File: src/rtl/core/sk64_pkg.sv
// ----------------------------------------------------------------------------
// sk64_pkg
// Shared types, constants and round functions for the SKINNY-64-64 pipeline.
// ----------------------------------------------------------------------------
package sk64_pkg;

  localparam int BLOCK_W = 64;
  localparam int SK64_ROUNDS = 32;

  // operation codes
  localparam logic OP_ENCRYPT = 1'b0;
  localparam logic OP_DECRYPT = 1'b1;

  typedef logic [3:0] nibble_t;

  // control that travels with each transaction through the stages
  typedef struct packed {
    logic valid;
    logic op;
  } sk64_ctl_t;

  localparam nibble_t SBOX_FWD [16] = '{
    4'hC, 4'h6, 4'h9, 4'h0, 4'h1, 4'hA, 4'h2, 4'hB,
    4'h3, 4'h8, 4'h5, 4'hD, 4'h4, 4'hE, 4'h7, 4'hF
  };
  localparam nibble_t SBOX_INV [16] = '{
    4'h3, 4'h4, 4'h6, 4'h8, 4'hC, 4'hA, 4'h1, 4'hE,
    4'h9, 4'h2, 4'h5, 4'h7, 4'h0, 4'hB, 4'hD, 4'hF
  };
  localparam int TK_PERM [16] = '{9, 15, 8, 13, 10, 14, 12, 11,
                                   0, 1, 2, 3, 4, 5, 6, 7};
  localparam int SHIFT_SRC [16] = '{0, 1, 2, 3, 7, 4, 5, 6,
                                     10, 11, 8, 9, 13, 14, 15, 12};
  localparam nibble_t RC_CELL8 = 4'h2;

  // round constant of round r (lfsr stepped r+1 times from zero)
  function automatic logic [5:0] round_const(input int r);
    logic [5:0] rc;
    rc = '0;
    for (int k = 0; k <= r; k++) begin
      rc = {rc[4:0], rc[5] ^ rc[4] ^ 1'b1};
    end
    return rc;
  endfunction

  function automatic logic [63:0] sub_cells(input logic [63:0] v);
    logic [63:0] r;
    for (int i = 0; i < 16; i++) begin
      r[4*i +: 4] = SBOX_FWD[v[4*i +: 4]];
    end
    return r;
  endfunction

  function automatic logic [63:0] sub_cells_inv(input logic [63:0] v);
    logic [63:0] r;
    for (int i = 0; i < 16; i++) begin
      r[4*i +: 4] = SBOX_INV[v[4*i +: 4]];
    end
    return r;
  endfunction

  // round constant and top two rows of the tweakey
  function automatic logic [63:0] add_rtk(input logic [63:0] v, input logic [5:0] rc,
                                          input logic [63:0] tk);
    logic [63:0] r;
    r = v ^ {tk[63:32], 32'h0};
    r[63:60] = r[63:60] ^ rc[3:0];
    r[47:44] = r[47:44] ^ {2'b00, rc[5:4]};
    r[31:28] = r[31:28] ^ RC_CELL8;
    return r;
  endfunction

  function automatic logic [63:0] shift_rows(input logic [63:0] v);
    logic [63:0] r;
    for (int i = 0; i < 16; i++) begin
      r[60-4*i +: 4] = v[60-4*SHIFT_SRC[i] +: 4];
    end
    return r;
  endfunction

  function automatic logic [63:0] shift_rows_inv(input logic [63:0] v);
    logic [63:0] r;
    for (int i = 0; i < 16; i++) begin
      r[60-4*SHIFT_SRC[i] +: 4] = v[60-4*i +: 4];
    end
    return r;
  endfunction

  function automatic logic [63:0] mix_cols(input logic [63:0] v);
    logic [15:0] r0, r1, r2, r3;
    {r0, r1, r2, r3} = v;
    return {r0 ^ r2 ^ r3, r0, r1 ^ r2, r0 ^ r2};
  endfunction

  function automatic logic [63:0] mix_cols_inv(input logic [63:0] v);
    logic [15:0] r0, r1, r2, r3;
    {r0, r1, r2, r3} = v;
    return {r1, r1 ^ r2 ^ r3, r1 ^ r3, r0 ^ r3};
  endfunction

  // tweakey cell permutation
  function automatic logic [63:0] tk_permute(input logic [63:0] v);
    logic [63:0] r;
    for (int i = 0; i < 16; i++) begin
      r[60-4*i +: 4] = v[60-4*TK_PERM[i] +: 4];
    end
    return r;
  endfunction

endpackage

File: src/rtl/core/sk64_stage.sv
// ----------------------------------------------------------------------------
// sk64_stage
// One pipeline stage: a forward or inverse round and its output register.
// ----------------------------------------------------------------------------
module sk64_stage #(
  parameter int ROUNDS = sk64_pkg::SK64_ROUNDS,
  parameter int STAGE  = 0
) (
  input  logic                         clk_i,
  input  logic                         rst_ni,
  input  sk64_pkg::sk64_ctl_t          ctl_i,
  input  logic [sk64_pkg::BLOCK_W-1:0] data_i,
  output logic                         ready_o,
  input  logic [sk64_pkg::BLOCK_W-1:0] tk_enc_i,
  input  logic [sk64_pkg::BLOCK_W-1:0] tk_dec_i,
  output sk64_pkg::sk64_ctl_t          ctl_o,
  output logic [sk64_pkg::BLOCK_W-1:0] data_o,
  input  logic                         ready_i
);
  import sk64_pkg::*;

  // encryption runs round STAGE, decryption the mirrored round
  localparam logic [5:0] RcEnc = round_const(STAGE);
  localparam logic [5:0] RcDec = round_const(ROUNDS - 1 - STAGE);

  sk64_ctl_t          ctl_q;
  logic [BLOCK_W-1:0] data_q, data_d;
  logic [BLOCK_W-1:0] enc_rnd, dec_rnd;

  // round logic
  always_comb begin
    enc_rnd = mix_cols(shift_rows(add_rtk(sub_cells(data_i), RcEnc, tk_enc_i)));
    dec_rnd = sub_cells_inv(add_rtk(shift_rows_inv(mix_cols_inv(data_i)), RcDec, tk_dec_i));
    data_d  = (ctl_i.op == OP_DECRYPT) ? dec_rnd : enc_rnd;
  end

  // stage takes a transaction when empty or when its content moves on
  assign ready_o = !ctl_q.valid || ready_i;

  always_ff @(posedge clk_i or negedge rst_ni) begin
    if (!rst_ni) begin
      ctl_q <= '0;
    end else if (ready_o) begin
      ctl_q <= ctl_i;
    end
  end

  // payload register
  always_ff @(posedge clk_i) begin
    if (ready_o && ctl_i.valid) begin
      data_q <= data_d;
    end
  end

  assign ctl_o  = ctl_q;
  assign data_o = data_q;

endmodule

File: config.mk
export PLATFORM = sky130hd
export DESIGN_NAME = sk64_stage
export DESIGN_NICKNAME = d
export VERILOG_FILES = /design/src/rtl/core/sk64_pkg.sv /design/src/rtl/core/sk64_stage.sv
export SDC_FILE = /design/constraint.sdc
export NUM_CORES = 1
export LEC_CHECK = 0
export BUFFER_PORTS_ARGS = -buffer_cell sky130_fd_sc_hd__buf_2
export CAP_MARGIN = 20
export CELL_PAD_IN_SITES_DETAIL_PLACEMENT = 1
export CELL_PAD_IN_SITES_GLOBAL_PLACEMENT = 2
export CORE_UTILIZATION = 34
export CTS_CLUSTER_DIAMETER = 200
export CTS_CLUSTER_SIZE = 20
export DETAILED_ROUTE_END_ITERATION = 7
export MAX_ROUTING_LAYER = met4
export PLACE_DENSITY_LB_ADDON = 0.1
export SLEW_MARGIN = 20
export SYNTH_ARGS = -nofsm -noshare
export SYNTH_HDL_FRONTEND = slang
export SYNTH_SLANG_ARGS = --single-unit
File: constraint.sdc
create_clock -name clk_i -period 6.2 [get_ports clk_i]
set_clock_uncertainty 0.2 [all_clocks]
set_input_delay 0.31 -clock clk_i [delete_from_list [all_inputs] [get_ports clk_i]]
set_output_delay 0.31 -clock clk_i [all_outputs]
set_load 0.02 [all_outputs]
==> qor.csv <==
stage,metric,value,unit
clock_tree,Sink Count,66,
layout,Nets,1502,
global_route,number of global-route vias before repair,7407,
clock_tree,maximum root-to-sink buffer count,2,
clock_tree,TritonCTS clock tree,built,
layout,Post-Layout Cell Count,1526,
global_route,largest net degree at the start of global routing,82,
clock_tree,total CTS buffers,9,
worst_setup_path,WS Path Type,input port to register,
yosys,Yosys warnings,0,
die,Core ar.,25900,sq um
yosys,sequential fraction of the synthesis area,22.0,%
power_and_ir_drop,maximum vdd drop,0.0929,mV
drt,vias per cell,4.91,
sta,Worst slew margin,33.9,%
drt,ANT nets after route,0,
power_and_ir_drop,Pleak,4.54,nW
clock_tree,clk root buf,clkbuf_16,
global_route,total track usage,21.1,%
clock_tree,htree depth,3,
yosys,Synth top area share,21.5,%
worst_setup_path,CP Max Fanout,5,
clock_tree,number of setup buffers added after CTS,0,
power_and_ir_drop,Pwr Total,2.17,mW
sta,"Slew Viols, Final",0,
power_and_ir_drop,pwr dens,208,nW/um^2
die,IO Pins,264,
yosys,Cell variety after synth,54,
yosys,Synth Register Bits,66,
clock_tree,Worst-path clk slew,0.06,ns
yosys,synthesized cell area,8950,sq um
sta,"Period Utilization, post-route",41.3,%
placed_design,Placed Cells,1506,
yosys,Avg Inst Size Synth,8.74,sq um
global_route,initial antenna violation count,1,
sta,Slew @ Worst Pin,0.989,ns
drt,DRC Markers,0,
die,die width,164,um
worst_setup_path,startpoint class of the critical path,input port,
sta,Final setup violation count,0,
die,initial core utilization,34.5,%
placed_design,DP Area,10100,sq um
drt,First-pass DRT Iterations,4,
yosys,main flop type after synthesis,edfxtp_1,
yosys,synth top area cells,"edfxtp_1, ha_1, xnor2_1",
worst_setup_path,CP bufs+invs,2,
clock_tree,Worst-Skew Late Latency,0.34,ns
worst_setup_path,Setup crit end kind,register,
worst_setup_path,data required time of the worst path,6.09,ns
worst_setup_path,crit-path cells,buf_2 -> inv_1 -> ha_1 -> mux4_2 -> xnor2_2 -> xnor2_1 -> xor2_1 -> o21a_1,
die,Chip Height,164,um
sta,RSZ-0062 raised after global routing,no,
layout,layout cells sized above 1,21.5,%
yosys,number of flops mapped to enable cells by yosys,64,
sta,minimum clock period,2.56,ns
global_route,first-pass GRT wire length,41500,um
worst_setup_path,CP max-delay cell,xnor2_1,
layout,post-route cell area,10400,sq um
die,Site Rows,59,
job,max cap viols,0,
yosys,Yosys top cell by area,edfxtp_1,
min_path,Worst Hold Class,input port to asynchronous set/reset pin,
global_route,final global-route overflow total,0,
sta,Peak Freq,391,MHz
placed_design,Port Buffers,199,
drt,drt wl/cell,17.9,um
worst_setup_path,critical path arrival,2.45,ns
sta,WHS,0.0764,ns
yosys,syn nets,1342,
clock_tree,post_cts resized,0,
sta,setup TNS,0,ns
placed_design,hpwl dp,21400,um
layout,area delta synth->final,16.6,%
die,die footprint,27000,sq um
drt,final wirelength,27300,um
drt,DR vias,7486,
outcome,outcome,"finished, final reports clean",
sta,final hold violations,0,
worst_setup_path,largest stage delay on the critical path,0.50,ns
worst_setup_path,cell family with most CP delay,XOR/XNOR gates,
drt,initial DRC count,321,
placed_design,GPL Wtd Cong,0.827,
yosys,ys async rst share,3.03,%
yosys,Syn Inst Count,1024,
cell families after synthesis:
kind of cell	share of synthesized area, %
XOR/XNOR	22.7
adder cells (fa/ha/maj)	16.9
multiplexers	4.96
AO/OA/AOI/OAI	15.5
flip-flops	22.0
buffers and inverters	6.61
AND/OR/NAND/NOR	11.3
synth_stat cells (3+ instances only):
cell      number
and2_1         3
nand3_1       13
buf_4          3
a211o_1        6
clkbuf_1      22
xnor3_1        4
and3_1         3
xor2_4         3
a32o_1         3
o21a_1         4
nor2_1        98
nor3_1        17
buf_6          5
mux4_2        12
ha_1         121
xnor2_1      134
o21ai_0       95
a22oi_1        3
edfxtp_1      64
a211oi_1      14
a31oi_1       20
xor2_2         4
a311oi_2       3
a21oi_1       35
nand2_1       81
xor2_1        63
inv_2          3
or4_1          7
o211ai_1      26
or4_4          3
inv_1         80
xnor2_2        4
mux2_2         3
buf_2         21
mux2i_1       14
path summary, 6_finish.rpt:
path	slack, ns	from	cells past startpoint	to
max	3.64	data_i[48]	8	data_o[48]
min	0.08	rst_ni	2	ctl_o[1]
max reg2reg	4.15	ctl_o[1]	3	data_o[62]
min reg2reg	0.30	ctl_o[0]	1	ctl_o[0]
max in group asynchronous	5.63	rst_ni	2	ctl_o[0]
min in group clk_i	0.12	ready_i	3	ctl_o[1]
through the flow:
step           util [%]  setup slack, ns
6_report           40.3             3.64
5_1_grt            40.3             3.40
4_1_cts            40.3             3.58
3_5_place_dp       39.0             3.23
3_3_place_gp       39.0             3.25
2_1_floorplan         -             3.29
layout make-up:
type / count / area [sq um]
Sequential cell: 66 / 1970
Tap cell: 335 / 419
Inverter: 83 / 312
Clock buffer: 9 / 225
Antenna cell: 2 / 5.00
Multi-Input combinational cell: 821 / 6380
Fill cell: 3143 / 15500
Clock inverter: 7 / 83.8
Timing Repair Buffer: 203 / 1030
report_power, final:
group	internal (mW)	switching, mW	total (mW)
registers	0.571	0.0151	0.586
clock network	0.348	0.221	0.570
logic	0.398	0.615	1.01
cell usage in the layout, fill, tap and decap left out, drive strengths merged, types with 20 or more instances in the layout:
master  instances
a21oi          35
a31oi          20
buf           201
edfxtp         64
ha            121
inv            83
nand2          81
nor2           99
o211ai         26
o21ai         101
xnor2         138
xor2           70
metal layers:
| metal | share of wire [%] | GRT usage (%) |
|---|---|---|
| met5 | 0 | - |
| met1 | 49 | 28.4 |
| met2 | 47 | 34.1 |
| met4 | 1.0 | 4.50 |
| met3 | 3.4 | 2.25 |
state kept, by name (all words and copies together) (netlist names):
signal / flops
data_o: 64
ctl_o: 2
what timing repair did:
item | 4_1_cts | 5_1_grt
endpoints found under the setup margin | 0 | 0
hold buffers | 2 | 0
endpoints found under the hold margin | 3 | 0
Note: power is estimated with default switching activity, not from simulation.
